[config.mk]
export PLATFORM = sky130hd
export DESIGN_NAME = length_framed_crc16_frame_receiver_unit_flat
export DESIGN_NICKNAME = d
export VERILOG_FILES = /design/src/rtl/lfcr_pkg.sv /design/src/rtl/lfcr_if.sv /design/src/rtl/lfcr_frame_core.sv /design/src/rtl/length_framed_crc16_frame_receiver_unit.sv /design/src/flat_wrapper.sv
export SDC_FILE = /design/constraint.sdc
export NUM_CORES = 1
export LEC_CHECK = 0
export ABC_CLOCK_PERIOD_IN_PS = 5900
export BUFFER_PORTS_ARGS = -buffer_cell sky130_fd_sc_hd__buf_2
export CORE_UTILIZATION = 35
export CTS_CLUSTER_SIZE = 10
export DETAILED_ROUTE_END_ITERATION = 16
export GPL_TIMING_DRIVEN = 0
export PLACE_DENSITY = 0.52
export SLEW_MARGIN = 40
export SYNTH_ARGS = -nofsm -noshare
export SYNTH_HDL_FRONTEND = slang
export SYNTH_HIERARCHICAL = 1
export SYNTH_SLANG_ARGS = --single-unit
[constraint.sdc]
create_clock -name clock -period 5.9 [get_ports clock]
set_clock_uncertainty 0.05 [all_clocks]
set_input_delay 0.59 -clock clock [delete_from_list [all_inputs] [get_ports clock]]
set_output_delay 0.59 -clock clock [all_outputs]
set_load 0.02 [all_outputs]
[src/rtl/lfcr_pkg.sv]
// Shared types, constants and the CRC-16/Modbus byte update for the frame receiver.
package lfcr_pkg;

   localparam int unsigned MAX_PAYLOAD = 1024;

   localparam logic [15:0] CRC_INIT        = 16'hFFFF;
   localparam logic [15:0] CRC_POLY        = 16'hA001;
   localparam logic [10:0] HEADER_LEN      = 11'd8;
   localparam logic [10:0] LEN_CHECK_INDEX = 11'd9;
   localparam logic [16:0] TICK_MAX        = 17'h1FFFF;
   localparam logic [15:0] TIMEOUT_RESET   = 16'd2000;
   localparam logic [10:0] MAX_LEN_RESET   = 11'd512;
   localparam logic [10:0] PAYLOAD_CAP     = 11'(MAX_PAYLOAD);

   typedef enum logic [1:0] {
      KIND_BYTE = 2'd0,
      KIND_TICK = 2'd1,
      KIND_SENT = 2'd2
   } kind_type;

   typedef enum logic [2:0] {
      ST_NONE         = 3'd0,
      ST_BYTE         = 3'd1,
      ST_FRAME_OK     = 3'd2,
      ST_CRC_ERROR    = 3'd3,
      ST_LENGTH_ERROR = 3'd4,
      ST_RX_TIMEOUT   = 3'd5,
      ST_NO_RESPONSE  = 3'd6
   } status_type;

   typedef enum logic {
      CSR_TIMEOUT_TICKS   = 1'b0,
      CSR_MAX_DATA_LENGTH = 1'b1
   } csr_index_type;

   typedef struct packed {
      logic [1:0] kind;
      logic [7:0] rx_byte;
   } item_type;

   typedef struct packed {
      logic [15:0] timeout_ticks;
      logic [10:0] max_data_length;
   } cfg_type;

   typedef struct packed {
      status_type  status;
      logic [7:0]  echo_byte;
      logic [10:0] byte_index;
      logic        frame_end;
      logic [7:0]  frame_address;
      logic [7:0]  frame_function;
      logic [15:0] frame_start;
      logic [15:0] frame_finish;
      logic [10:0] payload_length;
      logic        awaiting_reply;
   } result_type;

   function automatic logic [15:0] crc16_byte(input logic [15:0] crc, input logic [7:0] data);
      logic [15:0] c;
      c = crc ^ {8'h00, data};
      for (int k = 0; k < 8; k++) begin
         c = c[0] ? ((c >> 1) ^ CRC_POLY) : (c >> 1);
      end
      return c;
   endfunction

endpackage

[src/rtl/lfcr_if.sv]
// Valid/ready channel interfaces for request items and result items.
interface lfcr_req_if;
   logic       valid;
   logic       ready;
   logic [1:0] kind;
   logic [7:0] rx_byte;

   modport source(output valid, kind, rx_byte, input ready);
   modport sink(input valid, kind, rx_byte, output ready);
endinterface

interface lfcr_rsp_if;
   logic        valid;
   logic        ready;
   logic [2:0]  status;
   logic [7:0]  echo_byte;
   logic [10:0] byte_index;
   logic        frame_end;
   logic [7:0]  frame_address;
   logic [7:0]  frame_function;
   logic [15:0] frame_start;
   logic [15:0] frame_finish;
   logic [10:0] payload_length;
   logic        awaiting_reply;

   modport source(output valid, status, echo_byte, byte_index, frame_end, frame_address,
                  frame_function, frame_start, frame_finish, payload_length,
                  awaiting_reply, input ready);
   modport sink(input valid, status, echo_byte, byte_index, frame_end, frame_address,
                frame_function, frame_start, frame_finish, payload_length,
                awaiting_reply, output ready);
endinterface

[src/rtl/lfcr_frame_core.sv]
// Frame state, CRC check, length check and timeouts; one item per step.
module lfcr_frame_core (
   input  logic               clock,
   input  logic               reset,
   input  logic               step,
   input  lfcr_pkg::item_type item,
   input  lfcr_pkg::cfg_type  cfg,
   output lfcr_pkg::result_type result
);
   import lfcr_pkg::*;

   logic [10:0] byte_count_ff, byte_count_in;
   logic [15:0] crc_ff, crc_in;
   logic [7:0]  hdr_address_ff, hdr_address_in;
   logic [7:0]  hdr_function_ff, hdr_function_in;
   logic [15:0] hdr_start_ff, hdr_start_in;
   logic [15:0] hdr_finish_ff, hdr_finish_in;
   logic [15:0] hdr_length_ff, hdr_length_in;
   logic [7:0]  crc_low_ff, crc_low_in;
   logic [16:0] idle_ticks_ff, idle_ticks_in;
   logic [16:0] since_send_ff, since_send_in;
   logic        waiting_ff, waiting_in;

   logic [10:0] limit;
   logic [16:0] idx_wide;
   logic [16:0] body_end;
   logic [16:0] timeout_wide;

   always_comb begin
      byte_count_in   = byte_count_ff;
      crc_in          = crc_ff;
      hdr_address_in  = hdr_address_ff;
      hdr_function_in = hdr_function_ff;
      hdr_start_in    = hdr_start_ff;
      hdr_finish_in   = hdr_finish_ff;
      hdr_length_in   = hdr_length_ff;
      crc_low_in      = crc_low_ff;
      idle_ticks_in   = idle_ticks_ff;
      since_send_in   = since_send_ff;
      waiting_in      = waiting_ff;
      result          = '0;
      result.status   = ST_NONE;

      limit        = (cfg.max_data_length > PAYLOAD_CAP) ? PAYLOAD_CAP : cfg.max_data_length;
      idx_wide     = {6'd0, byte_count_ff};
      body_end     = {1'b0, hdr_length_ff} + {6'd0, HEADER_LEN};
      timeout_wide = {1'b0, cfg.timeout_ticks};

      unique case (item.kind)
         KIND_BYTE: begin
            result.status     = ST_BYTE;
            result.echo_byte  = item.rx_byte;
            result.byte_index = byte_count_ff;
            unique case (byte_count_ff)
               11'd0:   hdr_address_in  = item.rx_byte;
               11'd1:   hdr_function_in = item.rx_byte;
               11'd2:   hdr_start_in    = {item.rx_byte, 8'h00};
               11'd3:   hdr_start_in    = {hdr_start_ff[15:8], item.rx_byte};
               11'd4:   hdr_finish_in   = {item.rx_byte, 8'h00};
               11'd5:   hdr_finish_in   = {hdr_finish_ff[15:8], item.rx_byte};
               11'd6:   hdr_length_in   = {item.rx_byte, 8'h00};
               11'd7:   hdr_length_in   = {hdr_length_ff[15:8], item.rx_byte};
               default: ;
            endcase
            priority if (byte_count_ff < HEADER_LEN || idx_wide < body_end) begin
               crc_in = crc16_byte(crc_ff, item.rx_byte);
            end else if (idx_wide == body_end) begin
               crc_low_in = item.rx_byte;
            end else begin
            end
            byte_count_in = byte_count_ff + 11'd1;
            idle_ticks_in = '0;
            priority if (byte_count_ff >= LEN_CHECK_INDEX &&
                         hdr_length_ff > {5'd0, limit}) begin
               result.status    = ST_LENGTH_ERROR;
               result.frame_end = 1'b1;
               byte_count_in    = '0;
               crc_in           = CRC_INIT;
            end else if (byte_count_ff >= LEN_CHECK_INDEX &&
                         idx_wide == body_end + 17'd1) begin
               result.frame_end = 1'b1;
               if ({item.rx_byte, crc_low_ff} == crc_ff) begin
                  result.status         = ST_FRAME_OK;
                  result.frame_address  = hdr_address_ff;
                  result.frame_function = hdr_function_ff;
                  result.frame_start    = hdr_start_ff;
                  result.frame_finish   = hdr_finish_ff;
                  result.payload_length = hdr_length_ff[10:0];
                  waiting_in            = 1'b0;
               end else begin
                  result.status = ST_CRC_ERROR;
               end
               byte_count_in = '0;
               crc_in        = CRC_INIT;
            end else begin
            end
         end
         KIND_TICK: begin
            if (idle_ticks_ff < TICK_MAX) begin
               idle_ticks_in = idle_ticks_ff + 17'd1;
            end
            if (since_send_ff < TICK_MAX) begin
               since_send_in = since_send_ff + 17'd1;
            end
            priority if (waiting_ff && byte_count_ff != '0 &&
                         idle_ticks_in > timeout_wide) begin
               byte_count_in    = '0;
               crc_in           = CRC_INIT;
               waiting_in       = 1'b0;
               result.status    = ST_RX_TIMEOUT;
               result.frame_end = 1'b1;
            end else if (waiting_ff && byte_count_ff == '0 &&
                         since_send_in > timeout_wide) begin
               waiting_in    = 1'b0;
               result.status = ST_NO_RESPONSE;
            end else begin
            end
         end
         KIND_SENT: begin
            since_send_in = '0;
            waiting_in    = 1'b1;
         end
         default: ;
      endcase

      result.awaiting_reply = waiting_in;
   end

   always_ff @(posedge clock) begin
      if (reset) begin
         byte_count_ff   <= '0;
         crc_ff          <= CRC_INIT;
         hdr_address_ff  <= '0;
         hdr_function_ff <= '0;
         hdr_start_ff    <= '0;
         hdr_finish_ff   <= '0;
         hdr_length_ff   <= '0;
         crc_low_ff      <= '0;
         idle_ticks_ff   <= '0;
         since_send_ff   <= '0;
         waiting_ff      <= 1'b0;
      end else if (step) begin
         byte_count_ff   <= byte_count_in;
         crc_ff          <= crc_in;
         hdr_address_ff  <= hdr_address_in;
         hdr_function_ff <= hdr_function_in;
         hdr_start_ff    <= hdr_start_in;
         hdr_finish_ff   <= hdr_finish_in;
         hdr_length_ff   <= hdr_length_in;
         crc_low_ff      <= crc_low_in;
         idle_ticks_ff   <= idle_ticks_in;
         since_send_ff   <= since_send_in;
         waiting_ff      <= waiting_in;
      end
   end

   a_end_clears_frame: assert property (@(posedge clock) disable iff (reset)
      step && result.frame_end |=> byte_count_ff == '0 && crc_ff == CRC_INIT)
      else $error("frame end did not clear the frame");

   a_sent_arms_wait: assert property (@(posedge clock) disable iff (reset)
      step && item.kind == KIND_SENT |=> waiting_ff && since_send_ff == '0)
      else $error("request sent did not arm the wait");

   a_ok_ends_wait: assert property (@(posedge clock) disable iff (reset)
      step && result.status == ST_FRAME_OK |=> !waiting_ff)
      else $error("good frame left the wait armed");

   a_count_bound: assert property (@(posedge clock) disable iff (reset)
      byte_count_ff <= PAYLOAD_CAP + LEN_CHECK_INDEX)
      else $error("byte count ran past the longest frame");

endmodule

[src/rtl/length_framed_crc16_frame_receiver_unit.sv]
// Top level of the length-framed CRC-16/Modbus frame receiver.
//
//   channel  direction  handshake            content
//   req_ch   in         valid/ready          kind, rx_byte
//   rsp_ch   out        valid/ready          status, echo, index, header, wait flag
//   csr_*    in         write enable only    timeout_ticks, max_data_length
//
// One item per cycle while results are taken; each item's result passes through the input
// register, then the result register behind the byte-wide CRC and frame logic.
// Synchronous active-high reset empties both registers and restores the frame state.
// A stalled result holds; the input register still takes an item while the result
// waits, and acceptance stops only when both registers are full.
module length_framed_crc16_frame_receiver_unit (
   input  logic                clock,
   input  logic                reset,
   input  logic                csr_write_enable,
   input  logic                csr_index,
   input  logic [15:0]         csr_write_data,
   lfcr_req_if.sink            req_ch,
   lfcr_rsp_if.source          rsp_ch
);
   import lfcr_pkg::*;

   cfg_type    cfg_ff;
   logic       req_valid_ff, req_valid_in;
   item_type   req_item_ff;
   logic       rsp_valid_ff, rsp_valid_in;
   result_type rsp_ff;
   result_type result;
   logic       rsp_free;
   logic       step;

   always_ff @(posedge clock) begin
      if (reset) begin
         cfg_ff.timeout_ticks   <= TIMEOUT_RESET;
         cfg_ff.max_data_length <= MAX_LEN_RESET;
      end else if (csr_write_enable) begin
         unique case (csr_index)
            CSR_TIMEOUT_TICKS:   cfg_ff.timeout_ticks   <= csr_write_data;
            CSR_MAX_DATA_LENGTH: cfg_ff.max_data_length <= csr_write_data[10:0];
            default: ;
         endcase
      end
   end

   assign rsp_free     = !rsp_valid_ff || rsp_ch.ready;
   assign step         = req_valid_ff && rsp_free;
   assign req_ch.ready = !req_valid_ff || step;

   always_comb begin
      req_valid_in = req_ch.ready ? req_ch.valid : req_valid_ff;
      rsp_valid_in = rsp_free ? step : rsp_valid_ff;
   end

   always_ff @(posedge clock) begin
      if (reset) begin
         req_valid_ff <= 1'b0;
         rsp_valid_ff <= 1'b0;
      end else begin
         req_valid_ff <= req_valid_in;
         rsp_valid_ff <= rsp_valid_in;
      end
   end

   always_ff @(posedge clock) begin
      if (req_ch.valid && req_ch.ready) begin
         req_item_ff <= '{kind: req_ch.kind, rx_byte: req_ch.rx_byte};
      end
      if (step) begin
         rsp_ff <= result;
      end
   end

   lfcr_frame_core u_core (
      .clock  (clock),
      .reset  (reset),
      .step   (step),
      .item   (req_item_ff),
      .cfg    (cfg_ff),
      .result (result)
   );

   assign rsp_ch.valid          = rsp_valid_ff;
   assign rsp_ch.status         = rsp_ff.status;
   assign rsp_ch.echo_byte      = rsp_ff.echo_byte;
   assign rsp_ch.byte_index     = rsp_ff.byte_index;
   assign rsp_ch.frame_end      = rsp_ff.frame_end;
   assign rsp_ch.frame_address  = rsp_ff.frame_address;
   assign rsp_ch.frame_function = rsp_ff.frame_function;
   assign rsp_ch.frame_start    = rsp_ff.frame_start;
   assign rsp_ch.frame_finish   = rsp_ff.frame_finish;
   assign rsp_ch.payload_length = rsp_ff.payload_length;
   assign rsp_ch.awaiting_reply = rsp_ff.awaiting_reply;

endmodule

[src/flat_wrapper.sv]
// flat-port wrapper written by rule: the top's interface ports become plain ports
module length_framed_crc16_frame_receiver_unit_flat import lfcr_pkg::*;
  (clock, reset, csr_write_enable, csr_index, csr_write_data, req_ch_valid, req_ch_kind, req_ch_rx_byte, req_ch_ready, rsp_ch_valid, rsp_ch_status, rsp_ch_echo_byte, rsp_ch_byte_index, rsp_ch_frame_end, rsp_ch_frame_address, rsp_ch_frame_function, rsp_ch_frame_start, rsp_ch_frame_finish, rsp_ch_payload_length, rsp_ch_awaiting_reply, rsp_ch_ready);
  lfcr_req_if req_ch_i ();
  lfcr_rsp_if rsp_ch_i ();
  input  logic clock;
  input  logic reset;
  input  logic csr_write_enable;
  input  logic csr_index;
  input  logic [15:0] csr_write_data;
  input wire logic [$bits(req_ch_i.valid)-1:0] req_ch_valid;
  input wire logic [$bits(req_ch_i.kind)-1:0] req_ch_kind;
  input wire logic [$bits(req_ch_i.rx_byte)-1:0] req_ch_rx_byte;
  output wire logic [$bits(req_ch_i.ready)-1:0] req_ch_ready;
  output wire logic [$bits(rsp_ch_i.valid)-1:0] rsp_ch_valid;
  output wire logic [$bits(rsp_ch_i.status)-1:0] rsp_ch_status;
  output wire logic [$bits(rsp_ch_i.echo_byte)-1:0] rsp_ch_echo_byte;
  output wire logic [$bits(rsp_ch_i.byte_index)-1:0] rsp_ch_byte_index;
  output wire logic [$bits(rsp_ch_i.frame_end)-1:0] rsp_ch_frame_end;
  output wire logic [$bits(rsp_ch_i.frame_address)-1:0] rsp_ch_frame_address;
  output wire logic [$bits(rsp_ch_i.frame_function)-1:0] rsp_ch_frame_function;
  output wire logic [$bits(rsp_ch_i.frame_start)-1:0] rsp_ch_frame_start;
  output wire logic [$bits(rsp_ch_i.frame_finish)-1:0] rsp_ch_frame_finish;
  output wire logic [$bits(rsp_ch_i.payload_length)-1:0] rsp_ch_payload_length;
  output wire logic [$bits(rsp_ch_i.awaiting_reply)-1:0] rsp_ch_awaiting_reply;
  input wire logic [$bits(rsp_ch_i.ready)-1:0] rsp_ch_ready;
  assign req_ch_i.valid = req_ch_valid;
  assign req_ch_i.kind = req_ch_kind;
  assign req_ch_i.rx_byte = req_ch_rx_byte;
  assign req_ch_ready = req_ch_i.ready;
  assign rsp_ch_valid = rsp_ch_i.valid;
  assign rsp_ch_status = rsp_ch_i.status;
  assign rsp_ch_echo_byte = rsp_ch_i.echo_byte;
  assign rsp_ch_byte_index = rsp_ch_i.byte_index;
  assign rsp_ch_frame_end = rsp_ch_i.frame_end;
  assign rsp_ch_frame_address = rsp_ch_i.frame_address;
  assign rsp_ch_frame_function = rsp_ch_i.frame_function;
  assign rsp_ch_frame_start = rsp_ch_i.frame_start;
  assign rsp_ch_frame_finish = rsp_ch_i.frame_finish;
  assign rsp_ch_payload_length = rsp_ch_i.payload_length;
  assign rsp_ch_awaiting_reply = rsp_ch_i.awaiting_reply;
  assign rsp_ch_i.ready = rsp_ch_ready;
  length_framed_crc16_frame_receiver_unit u_core (.clock(clock), .reset(reset), .csr_write_enable(csr_write_enable), .csr_index(csr_index), .csr_write_data(csr_write_data), .req_ch(req_ch_i), .rsp_ch(rsp_ch_i));
endmodule
==> metrics.md, run 1 <==
| Metric | Value |
|---|---|
| RSZ-0062 raised after global routing | `no` |
| Worst Reg-to-Reg Cells | `17` |
| Most frequent cell after synthesis | `dfxtp_1` |
| CTS Hold Bufs | `0` |
| Mapped cell area | `between 10000 and 15000 um^2` |
| Psw | `about 0.001 W` |
| Die width | `between 200 and 250 um` |
| Peak supply drop | `roughly 0.17 mV` |
| Post-Synthesis Cells | `1488` |
| Clock share of power | `0.468` |
| Async SR Flop Fraction | `0` |
| HP Class | `in2reg` |
| R2r setup slk | `490 ps` |
| Post-DP HPWL | `between 20000 and 30000 um` |
| TritonCTS Sinks | `around 260` |
| Routed len/inst | `18.1 um` |
| Grt ovf | `0` |
| Number of synthesized flops with an enable pin | `93` |
| DR pass1 iterations | `5` |
| CTS root buffer | `clkbuf_16` |
| Status | `finished, final reports clean` |
| Synth top area share | `0.235` |
| P per Cell Area | `roughly 260 nW/um^2` |
| Place WS | `542 ps` |
| Crit share post-route | `0.917` |
| Reg-to-reg endpoint | `u_core/u_core/crc_ff[13]$_SDFFE_PP1P_` |
| CTS clock-pin slew for the worst setup and hold paths | `approximately 60 ps` |
| WP data required | `about 6200 ps` |
| Final worst setup slack | `around 490 ps` |
| Layout fillers | `just under 4000` |
| H-tree depth | `2` |
| RR Startpoint | `u_core/u_core/idle_ticks_ff[3]$_SDFFE_PP0P_` |
| Worst slew margin | `0.414` |
| WHS Path Cells | `1` |
| Yosys warns | `6` |
| Post-route ant nets | `0` |
| Post-CTS sizing | `0` |
| Flop pwr share | `0.457` |
| MaxCap Viol Count | `0` |
| Top FF cell, synth | `dfxtp_1` |
| Initial Util | `0.357` |
| CTS tree | `yes` |
| IO Port Bufs | `116` |
| Layout cells sized above 1 | `0.125` |
| TritonCTS buffer count | `34` |
| Least-Margin Pin Slew | `around 880 ps` |
| Final Cell Area | `~16000 um^2` |
| Combinational fraction of design power | `0.076` |
| First-pass GRT wire length | `approximately 60000 um` |
| Number of synthesized register bits | `approximately 260` |
| Vias | `roughly 11000` |
| Top Ports | `117` |
| Worst min-delay path startpoint | `req_ch_rx_byte[1]` |
| Post CTS Setup Buffer Count | `0` |
| Initial antenna violation count | `0` |
| Nets@finish | `1741` |
| Gpl congestion | `about 0.9` |
| Area grow syn2layout | `16.9%` |
| Die Span Y | `roughly 200 um` |
| Fin util | `0.417` |
| GRT Total Usage | `0.194` |
| Final setup violation count | `0` |
| Worst skew pair latency | `between 500 and 600 ps` |
| CP Launch Type | `flop` |
| Largest buffer count on any clock path | `3` |
| Post-synthesis sequential area ratio | `0.436` |
| Pin count of the biggest net entering global routing | `45` |
| Routed wire length | `between 30000 and 40000 um` |
| Max Freq | `between 0.15 and 0.2 GHz` |
| Diode count | `0` |
| Yosys top cell by area | `dfxtp_1` |
| Yosys cell types | `78` |
| CORE AREA | `38900 um^2` |
| Via density | `roughly 5.2` |
| Slew Viols, Final | `0` |
| DIE AREA | `between 40000 and 50000 um^2` |
| Vias in the first global route | `10900` |
| Initial DRC Count | `649` |
| Synth cell count leaders | `dfxtp_1, nor2_1, edfxtp_1, nand2_1, and2_1` |
| Largest cells by area after synthesis | `dfxtp_1, edfxtp_1, ha_1, xnor2_1, and2_1` |
| Syn Area/Cell | `just over 9 um^2` |
| Worst EP arrival | `approximately 5800 ps` |
| CP Class | `reg2reg` |
| Tmin final | `about 5400 ps` |
| Switch share | `0.241` |
| P_int | `approximately 0.0032 W` |
| Crit. End Element | `flop` |
| Core Rows | `about 70` |
| Drt drc | `0` |
| DP Area | `between 15000 and 20000 um^2` |
| WHS Endpoint | `u_core/req_item_ff[1]$_DFFE_PP_` |
| P_leak | `between 6 and 7 nW` |
| Final Hold Vio Count | `0` |
| Syn nets | `1587` |
| Worst-path maximum fanout | `10` |
-- power by group through the flow --
stage	Sequential (W)	Combinational (W)	Clock (W)
after floorplan	0.00198	0.000164	0
after global placement	0.00195	0.000312	0
after detailed placement	0.00194	0.000318	0
after CTS	0.00191	0.000320	0.00201
after global routing	0.00191	0.000343	0.00208
final	0.00191	0.000316	0.00195
-- cell families (layout without fill, tap and decap cells) --
logic type                 count (synthesis)  after routing  synth area share
buffers and inverters                    152            330            0.0451
AOI/OAI and AO/OA                        258            258             0.129
muxes                                     53             53            0.0384
xor gates and xnor gates                  89             89            0.0581
adders and majority gates                 67             67            0.0604
DFF                                      256            256             0.436
and+or+nand+nor                          613            613             0.233
-- metrics by stage --
stage / setup TNS, ps / total power [W] / hold WS (ps) / instances
after floorplan: 0 / 0.00214 / 382 / 1488
after global placement: -17160 / 0.00226 / 389 / 2122
after detailed placement: 0 / 0.00226 / 393 / 2124
after CTS: 0 / 0.00424 / 161 / 2184
after global routing: 0 / 0.00433 / 167 / 2184
final: 0 / 0.00417 / 193 / 2184
-- cell usage in the layout, fill, tap and decap left out, types with 6 or more instances in the layout --
| cell | netlist | routed |
|---|---|---|
| nand3b_1 | 10 | 10 |
| nor2_1 | 141 | 141 |
| nand2b_1 | 34 | 34 |
| xor2_1 | 24 | 24 |
| a21oi_1 | 62 | 62 |
| a211oi_1 | 9 | 9 |
| o21ai_1 | 9 | 10 |
| clkbuf_1 | 81 | 94 |
| nand4_1 | 19 | 19 |
| xnor2_1 | 63 | 63 |
| buf_2 | 13 | 129 |
| o211ai_1 | 9 | 9 |
| a21o_1 | 24 | 24 |
| dfxtp_1 | 163 | 163 |
| o21ai_0 | 26 | 25 |
| ha_1 | 67 | 67 |
| mux2i_1 | 51 | 51 |
| nor3_1 | 46 | 46 |
| edfxtp_1 | 93 | 93 |
| a311oi_1 | 12 | 12 |
| a22oi_1 | 40 | 40 |
| and2_1 | 86 | 85 |
| clkbuf_16 | 0 | 35 |
| o2111ai_1 | 6 | 6 |
| nand3_1 | 67 | 67 |
| nor4_1 | 33 | 31 |
| a31oi_1 | 8 | 8 |
| or3_1 | 8 | 8 |
| nor2b_1 | 12 | 12 |
| and4_1 | 8 | 8 |
| or4_1 | 6 | 6 |
| inv_1 | 46 | 46 |
| and3_1 | 21 | 21 |
| o21a_1 | 7 | 7 |
| or2_2 | 6 | 6 |
| nand2_1 | 93 | 93 |
-- worst max-delay path: stages, from the launching register on --
cell and delay (ps):
dfxtp_1 300, buf_2 180, nand4_1 180, nor4_2 600, a41oi_1 350, and3_1 290, clkbuf_1 140, nand3_1 230
nor2_1 100, xor2_1 160, ha_1 300, nand3_1 110, or4_1 630, a21o_1 220, clkbuf_1 250, a31oi_1 560
clkbuf_1 450, a211oi_1 140
-- sequential cells by signal, summed over array words and instances (netlist names), 16 cells and up --
name                         count
u_core/u_core/idle_ticks_ff     17
u_core/u_core/hdr_start_ff      16
u_core/u_core/crc_ff            16
u_core/rsp_ch.frame_start       16
u_core/u_core/hdr_finish_ff     16
u_core/u_core/hdr_length_ff     16
u_core/u_core/since_send_ff     17
u_core/cfg_ff                   27
u_core/rsp_ch.frame_finish      16
-- area by class of cell --
| type | instances | area (um^2) | share of cell area |
|---|---|---|---|
| multi-input cells | 1080 | 7240 | 0.446 |
| clock inverters | 8 | 98.8 | 0.00609 |
| flip-flops and latches | 256 | 6060 | 0.373 |
| inverters | 48 | 180 | 0.0111 |
| plain buffers | 104 | 450 | 0.0278 |
| clock buffers | 52 | 940 | 0.0579 |
| repair buffers | 118 | 621 | 0.0382 |
| well taps | 518 | 648 | 0.0399 |
-- worst max path at each step --
stage	from	end	slack [ps]
after floorplan	rsp_ch_ready	u_core/u_core/crc_ff[9]$_SDFFE_PP1P_	1170
after global placement	rsp_ch_ready	u_core/u_core/crc_ff[10]$_SDFFE_PP1P_	-860
final	u_core/u_core/idle_ticks_ff[3]$_SDFFE_PP0P_	u_core/u_core/crc_ff[13]$_SDFFE_PP1P_	490
after CTS	u_core/u_core/idle_ticks_ff[3]$_SDFFE_PP0P_	u_core/u_core/crc_ff[14]$_SDFFE_PP1P_	490
after global routing	u_core/u_core/idle_ticks_ff[3]$_SDFFE_PP0P_	u_core/u_core/crc_ff[15]$_SDFFE_PP1P_	80
after detailed placement	u_core/u_core/idle_ticks_ff[3]$_SDFFE_PP0P_	u_core/u_core/crc_ff[8]$_SDFFE_PP1P_	540
-- metal layers --
metal  part of all wire  track usage
met1               0.46        0.250
met2               0.47        0.324
met3              0.042       0.0269
met4              0.035       0.0844
met5                  0            0
Note: power is estimated with default switching activity, not from simulation.
==> run 2: changes to the inputs <==
- ABC_AREA: default -> 1
- CORE_MARGIN: default -> 2
==> run 2 against run 1 <==
  * Maximum frequency increased by 27%
  * Final cell count increased by 15%
  * Clock-buffer cell count unchanged
  * Area after synthesis about the same
  * Global-route usage decreased by 0.084 points
  * Setup slack improved by 1200 ps
  * Register-to-register slack improved by 1200 ps
  * Total power decreased by 4.3%
  * Critical path depth increased by 10
  * Clock power decreased by 9%
  * Critical path type unchanged
  * Largest power group is now sequential cells
==> metrics.md, run 2 <==
| Metric | Value |
|---|---|
| Synth cell count leaders | `nand2_1, inv_1, nand3_1 (was dfxtp_1, nor2_1, edfxtp_1, nand2_1, and2_1)` |
| Most flops, register | `u_core/cfg_ff (unchanged)` |
| Status | `finished, final reports clean (unchanged)` |
| GRT Total Usage | `0.193 (was 0.194)` |
| Synthesized-area fraction occupied by adder cells | `0.0604 (about the same)` |
| Yosys cell types | `47 (was 78)` |
| Simple-gate share of the synthesized area | `0.303 (was 0.233)` |
| Layout fillers | `4070 (was 3950)` |
| Vias | `12300 (was 11400)` |
| Dpl cells | `2450 (was 2124)` |
| WP data required | `6360 ps (was 6240 ps)` |
| Largest buffer count on any clock path | `3 (unchanged)` |
| Worst skew pair latency | `590 ps (was 540 ps)` |
| CTS Hold Bufs | `0 (unchanged)` |
| Most frequent cells in the layout | `nand2_1, inv_1, nand3_1 (was dfxtp_1, nor2_1, buf_2)` |
| Routed wire length | `40200 um (was 39500 um)` |
| Slew Viols, Final | `0 (unchanged)` |
| Yosys top cell by area | `dfxtp_1 (unchanged)` |
| Multi-input logic area | `6770 um^2 (was 7240 um^2)` |
| P_leak | `6.98 nW (was 6.24 nW)` |
| Die width | `203 um (was 201 um)` |
| Crit. End Element | `flop (unchanged)` |
| Largest cells by area after synthesis | `dfxtp_1, edfxtp_1, nand2_1, nand3_1, ha_1 (was dfxtp_1, edfxtp_1, ha_1, xnor2_1, and2_1)` |
| CP most frequent cell | `nand2_1 (was clkbuf_1)` |
| DIE AREA | `41200 um^2 (was 40500 um^2)` |
| CTS root buffer | `clkbuf_16 (unchanged)` |
| Most common cell after layout, fill and taps aside | `nand2_1 (was dfxtp_1)` |
| CORE AREA | `38900 um^2 (unchanged)` |
| CTS tree | `yes (unchanged)` |
| DP Area | `15200 um^2 (about the same)` |
| Slowest stage delay, CP | `440 ps (was 630 ps)` |
| Worst-path maximum fanout | `10 (unchanged)` |
| CP top delay family | `simple AND/OR/NAND/NOR gates (unchanged)` |
| CP Class | `reg2reg (unchanged)` |
| Drt drc | `0 (unchanged)` |
| Max Freq | `0.235 GHz (was 0.185 GHz)` |
| Final Cell Area | `16200 um^2 (about the same)` |
| Final setup violation count | `0 (unchanged)` |
| First-pass GRT wire length | `63200 um (was 61400 um)` |
| Least-Margin Pin Slew | `876 ps (was 879 ps)` |
| Register Area | `6060 um^2 (unchanged)` |
| Via density | `4.91 (was 5.24)` |
| Top FF cell, synth | `dfxtp_1 (unchanged)` |
| Synth top area share | `0.235 (about the same)` |
| Post-synthesis compound-gate area fraction | `0.0831 (was 0.129)` |
| Nets@finish | `2064 (was 1741)` |
| Area grow syn2layout | `16.5% (was 16.9%)` |
| Top Ports | `117 (unchanged)` |
| CP max-delay cell | `clkbuf_1 (was or4_1)` |
| TritonCTS buffer count | `31 (was 34)` |
| MaxCap Viol Count | `0 (unchanged)` |
| Regs by FF count | `u_core/cfg_ff (27), u_core/u_core/idle_ticks_ff (17), u_core/u_core/since_send_ff (17) (unchanged)` |
| Die Span Y | `203 um (was 201 um)` |
| DR pass1 iterations | `6 (was 5)` |
| Peak supply drop | `0.240 mV (was 0.174 mV)` |
| Initial Util | `0.356 (was 0.357)` |
| Post-synthesis sequential area ratio | `0.437 (was 0.436)` |
| Post-DP HPWL | `30600 um (was 29100 um)` |
| Number of synthesized flops with an enable pin | `93 (unchanged)` |
| Worst EP arrival | `4710 ps (was 5750 ps)` |
| Vias in the first global route | `11400 (was 10900)` |
| HP Class | `in2reg (unchanged)` |
| Grt ovf | `0 (unchanged)` |
| Mux cell area share after synthesis | `0 (was 0.0384)` |
| Post-Synth XOR/XNOR Area | `0.0379 (was 0.0581)` |
| Layout cells sized above 1 | `0.134 (was 0.125)` |
| Total chip power | `0.00400 W (was 0.00417 W)` |
| Mapped cell area | `13900 um^2 (about the same)` |
| Gpl congestion | `0.877 (was 0.899)` |
| Pin count of the biggest net entering global routing | `19 (was 45)` |
| Initial DRC Count | `813 (was 649)` |
| RSZ-0062 raised after global routing | `no (unchanged)` |
| H-tree depth | `1 (was 2)` |
| TritonCTS Sinks | `256 (unchanged)` |
| Tmin final | `4250 ps (was 5410 ps)` |
| Yosys warns | `6 (unchanged)` |
| Post CTS Setup Buffer Count | `0 (unchanged)` |
| Final Instance Count excl. Fillers | `2505 (was 2184)` |
| Most frequent cell after synthesis | `nand2_1 (was dfxtp_1)` |
| Diode count | `0 (unchanged)` |
| Syn nets | `1908 (was 1587)` |
| Post-route ant nets | `0 (unchanged)` |
| Worst slew margin | `0.416 (was 0.414)` |
| Crit path buf inv count | `3 (was 4)` |
| CTS clock-pin slew for the worst setup and hold paths | `60 ps (about the same)` |
| Post-CTS sizing | `0 (unchanged)` |
| Async SR Flop Fraction | `0 (unchanged)` |
| P per Cell Area | `247 nW/um^2 (was 257 nW/um^2)` |
| Number of synthesized register bits | `256 (unchanged)` |
| Crit share post-route | `0.720 (was 0.917)` |
| CP Launch Type | `flop (unchanged)` |
| IO Port Bufs | `116 (unchanged)` |
| Core Rows | `72 (unchanged)` |
| Initial antenna violation count | `0 (unchanged)` |
| Routed len/inst | `16.0 um (was 18.1 um)` |
| Post-Synthesis Cells | `1809 (was 1488)` |
| Final Hold Vio Count | `0 (unchanged)` |
| Main combinational cell family by area after synthesis | `simple AND/OR/NAND/NOR gates (unchanged)` |
| Syn Area/Cell | `7.67 um^2 (was 9.33 um^2)` |
| Largest register FFs | `27 (unchanged)` |
-- run 2: kinds of logic after synthesis --
logic type,count (synthesis)
compound gates,218
buf+inv,268
flops,256
fa+ha+maj,67
xor+xnor,60
simple gates,940
-- run 2: per-stage QoR --
stage                     TNS [ps]  utilization  setup WS [ps]  hold WS (ps)
after floorplan                  0            -           1190           379
after global placement      -51170        0.388           -860           397
after detailed placement         0        0.391           1710           393
after CTS                        0        0.415           1670           106
after global routing             0        0.415           1120           109
final                            0        0.415           1650           142
-- run 2: path summary, 6_finish.rpt --
kind	startpoint	to	slack, ps	cells past startpoint
worst max-delay path	u_core/u_core/idle_ticks_ff[3]$_SDFFE_PP0P_	u_core/u_core/byte_count_ff[0]$_SDFFE_PP0P_	1650	27
worst min-delay path	req_ch_rx_byte[7]	u_core/req_item_ff[7]$_DFFE_PP_	140	1
worst max register to register	u_core/u_core/idle_ticks_ff[3]$_SDFFE_PP0P_	u_core/u_core/byte_count_ff[0]$_SDFFE_PP0P_	1650	27
worst min register to register	u_core/cfg_ff[18]$_SDFFE_PP1P_	u_core/cfg_ff[18]$_SDFFE_PP1P_	400	2
-- run 2: layout make-up --
type,instances,share of cell area
clock inverters,3,0.00217
clock buffers,52,0.0554
well taps,518,0.0401
inverters,194,0.0452
multi-input cells,1285,0.419
plain buffers,74,0.0225
repair buffers,123,0.0412
flip-flops and latches,256,0.375
-- run 2: worst register-to-register path, delay by kind of cell (launching register included) --
| kind | cells | cell delay, ps |
|---|---|---|
| compound gates | 4 | 510 |
| simple gates | 18 | 2140 |
| fa+ha+maj | 1 | 300 |
| xor+xnor | 1 | 270 |
| flops | 1 | 350 |
| buf+inv | 3 | 580 |
-- run 2: metal layers --
layer | track usage | wire [um] | up-vias
li1 | - | - | 6244
met1 | 0.266 | 18800 | 5666
met2 | 0.316 | 18300 | 321
met3 | 0.0260 | 2020 | 63
met4 | 0.0571 | 1100 | 0
met5 | 0 | 0 | -
-- run 2: report_power, final --
group	leakage [nW]	total [W]	switching, W	internal (W)
sequential	2.28	0.00189	0.0000237	0.00187
clock	0.449	0.00177	0.000741	0.00102
combinational	4.25	0.000337	0.000232	0.000105
==> run 3: changes to the inputs <==
- ABC_CLOCK_PERIOD_IN_PS: 5900 -> 4000
- clock period: 5.9 -> 4 ns (I/O delays scaled with it)
==> run 3 against run 2 <==
  * Clock power up 62%
  * Sequential cell count is the same
  * Combinational power grew 52%
  * Sequential power rose by 48%
  * Core utilization increased by 0.90 points
  * Critical path depth is 10 lower
  * Die area did not move
  * Non-clock buffer count grew 14
  * Total power is 54% higher
  * Clock-buffer cell count decreased by 1
  * Setup slack lost 1400 ps
  * Final cell count is 0.80% higher
  * Critical path type unchanged
==> metrics.md, run 3 (same netlist as run 2, synthesis figures left out) <==
| Metric | Value |
|---|---|
| Vias in the first global route | `11600 (was 11400)` |
| Place WS | `-197 ps (was 1710 ps)` |
| Tmin final | `3700 ps (was 4250 ps)` |
| Combinational fraction of design power | `0.083 (was 0.084)` |
| Peak supply drop | `0.221 mV (was 0.240 mV)` |
| HP Class | `in2reg (unchanged)` |
| Clock share of power | `0.464 (was 0.442)` |
| Flop pwr share | `0.453 (was 0.474)` |
| P_int | `0.00463 W (was 0.00300 W)` |
| H-tree depth | `2 (was 1)` |
| Die Span Y | `203 um (unchanged)` |
| Max Freq | `0.270 GHz (was 0.235 GHz)` |
| Crit. End Element | `flop (unchanged)` |
| Die width | `203 um (unchanged)` |
| Initial Util | `0.356 (unchanged)` |
| Most frequent cells in the layout | `nand2_1, inv_1, nand3_1 (unchanged)` |
| Diode count | `0 (unchanged)` |
| Pin count of the biggest net entering global routing | `19 (unchanged)` |
| Layout fillers | `4050 (was 4070)` |
| Initial antenna violation count | `0 (unchanged)` |
| P_leak | `7.15 nW (was 6.98 nW)` |
| Nets@finish | `2082 (was 2064)` |
| DR pass1 iterations | `5 (was 6)` |
| Area grow syn2layout | `19.0% (was 16.5%)` |
| First-pass GRT wire length | `63800 um (was 63200 um)` |
| Worst-path maximum fanout | `10 (unchanged)` |
| Gpl congestion | `0.858 (was 0.877)` |
| Slew Viols, Final | `0 (unchanged)` |
| WP data required | `4320 ps (was 6360 ps)` |
| Top Ports | `117 (unchanged)` |
| Final Instance Count excl. Fillers | `2525 (was 2505)` |
| Final worst setup slack | `296 ps (was 1650 ps)` |
| Register Area | `6060 um^2 (about the same)` |
| CTS root buffer | `clkbuf_16 (unchanged)` |
| Psw | `0.00154 W (was 0.000997 W)` |
| Post-route ant nets | `0 (unchanged)` |
| IO Port Bufs | `116 (unchanged)` |
| DP Area | `15200 um^2 (about the same)` |
| TritonCTS Sinks | `256 (unchanged)` |
| Least-Margin Pin Slew | `871 ps (was 876 ps)` |
| CP Launch Type | `flop (unchanged)` |
| Final Hold Vio Count | `0 (unchanged)` |
| Total chip power | `0.00617 W (was 0.00400 W)` |
| Drt drc | `0 (unchanged)` |
| Core Rows | `72 (unchanged)` |
| DIE AREA | `41200 um^2 (unchanged)` |
| Initial DRC Count | `861 (was 813)` |
| Layout cells sized above 1 | `0.149 (was 0.134)` |
| Largest buffer count on any clock path | `3 (unchanged)` |
| GRT Total Usage | `0.197 (was 0.193)` |
| Multi-input logic area | `6840 um^2 (was 6770 um^2)` |
| Via density | `4.93 (was 4.91)` |
| Final setup violation count | `0 (unchanged)` |
| Vias | `12400 (was 12300)` |
| Worst skew pair latency | `540 ps (was 590 ps)` |
| MaxCap Viol Count | `0 (unchanged)` |
| Regs by FF count | `u_core/cfg_ff (27), u_core/u_core/idle_ticks_ff (17), u_core/u_core/since_send_ff (17) (unchanged)` |
| Routed wire length | `41000 um (was 40200 um)` |
| CORE AREA | `38900 um^2 (unchanged)` |
| Crit share post-route | `0.926 (was 0.720)` |
| TritonCTS buffer count | `34 (was 31)` |
| Final Cell Area | `16500 um^2 (was 16200 um^2)` |
| Post-DP HPWL | `30600 um (about the same)` |
| Routed len/inst | `16.2 um (was 16.0 um)` |
| CTS clock-pin slew for the worst setup and hold paths | `50 ps (was 60 ps)` |
| Worst EP arrival | `4020 ps (was 4710 ps)` |
| CP Class | `reg2reg (unchanged)` |
| Dpl cells | `2450 (unchanged)` |
| Setup TNS | `0 ps (unchanged)` |
| Status | `finished, final reports clean (unchanged)` |
| Switch share | `0.249 (was 0.250)` |
| P per Cell Area | `373 nW/um^2 (was 247 nW/um^2)` |
| Worst slew margin | `0.420 (was 0.416)` |
| Largest register FFs | `27 (unchanged)` |
| Grt ovf | `0 (unchanged)` |
| Most flops, register | `u_core/cfg_ff (unchanged)` |
| CTS tree | `yes (unchanged)` |
| Most common cell after layout, fill and taps aside | `nand2_1 (unchanged)` |
run 3: cell count changes in the layout (fill, tap and decap cells not counted), sizes merged:
cell and delta:
buf +6, clkbuf -1, dlygate4sd3 +8, clkinv +7
inv -1, nor2 +1
run 3: layout make-up:
type	instances	area share
clock inverters	9	0.00402
clock buffers	51	0.0597
repair buffers	137	0.0487
inverters	194	0.0443
flip-flops and latches	256	0.367
plain buffers	74	0.0224
multi-input cells	1286	0.415
well taps	518	0.0393
run 3: routing by layer:
metal	vias up	track usage	wire length (um)
met4	0	0.0667	1110
li1	6302	-	-
met5	-	0	0
met1	5753	0.265	19100
met3	70	0.0329	2160
met2	323	0.321	18600
run 3: metrics by stage:
step / hold WS (ps) / utilization
after floorplan: 379 / -
after global placement: 397 / 0.388
after detailed placement: 398 / 0.392
after CTS: 11.0 / 0.421
after global routing: 24.1 / 0.424
final: 48.8 / 0.424
run 3: path summary, 6_finish.rpt:
| kind | depth (start not counted) | end | slack [ps] | from |
|---|---|---|---|---|
| max | 17 | u_core/rsp_ch.frame_address[6]$_DFFE_PP_ | 300 | u_core/u_core/hdr_length_ff[3]$_SDFFE_PP0P_ |
| min | 1 | u_core/req_item_ff[9]$_DFFE_PP_ | 50 | req_ch_kind[1] |
| max reg2reg | 17 | u_core/rsp_ch.frame_address[6]$_DFFE_PP_ | 300 | u_core/u_core/hdr_length_ff[3]$_SDFFE_PP0P_ |
| min reg2reg | 2 | u_core/cfg_ff[20]$_SDFFE_PP1P_ | 410 | u_core/cfg_ff[20]$_SDFFE_PP1P_ |
run 3: power by group through the flow:
stage	logic, W	clock network (W)	registers (W)
final	0.000511	0.00286	0.00279
after global routing	0.000569	0.00306	0.00280
after CTS	0.000508	0.00295	0.00279
after detailed placement	0.000499	0	0.00285
after global placement	0.000482	0	0.00285
after floorplan	0.000298	0	0.00287
run 3: what timing repair did:
action,CTS,global route
buffers inserted,0,6
endpoints found under the hold margin,8,0
resized for setup,2,21
endpoints found under the setup margin,20,38
pin swaps,0,5
cloned,0,1
hold buffers,8,0
run 3: critical path, stage by stage (launching register included):
cell,delay [ps]
dfxtp_1,460
buf_2,260
inv_1,90
ha_1,330
inv_1,50
nand2_1,140
nand2_1,80
nand2_1,90
nand3_1,80
nor2_1,150
o21ai_0,110
nor3_1,350
nand4_1,150
nor2_2,450
buf_4,260
buf_4,190
nand3_1,90
nor2_1,170
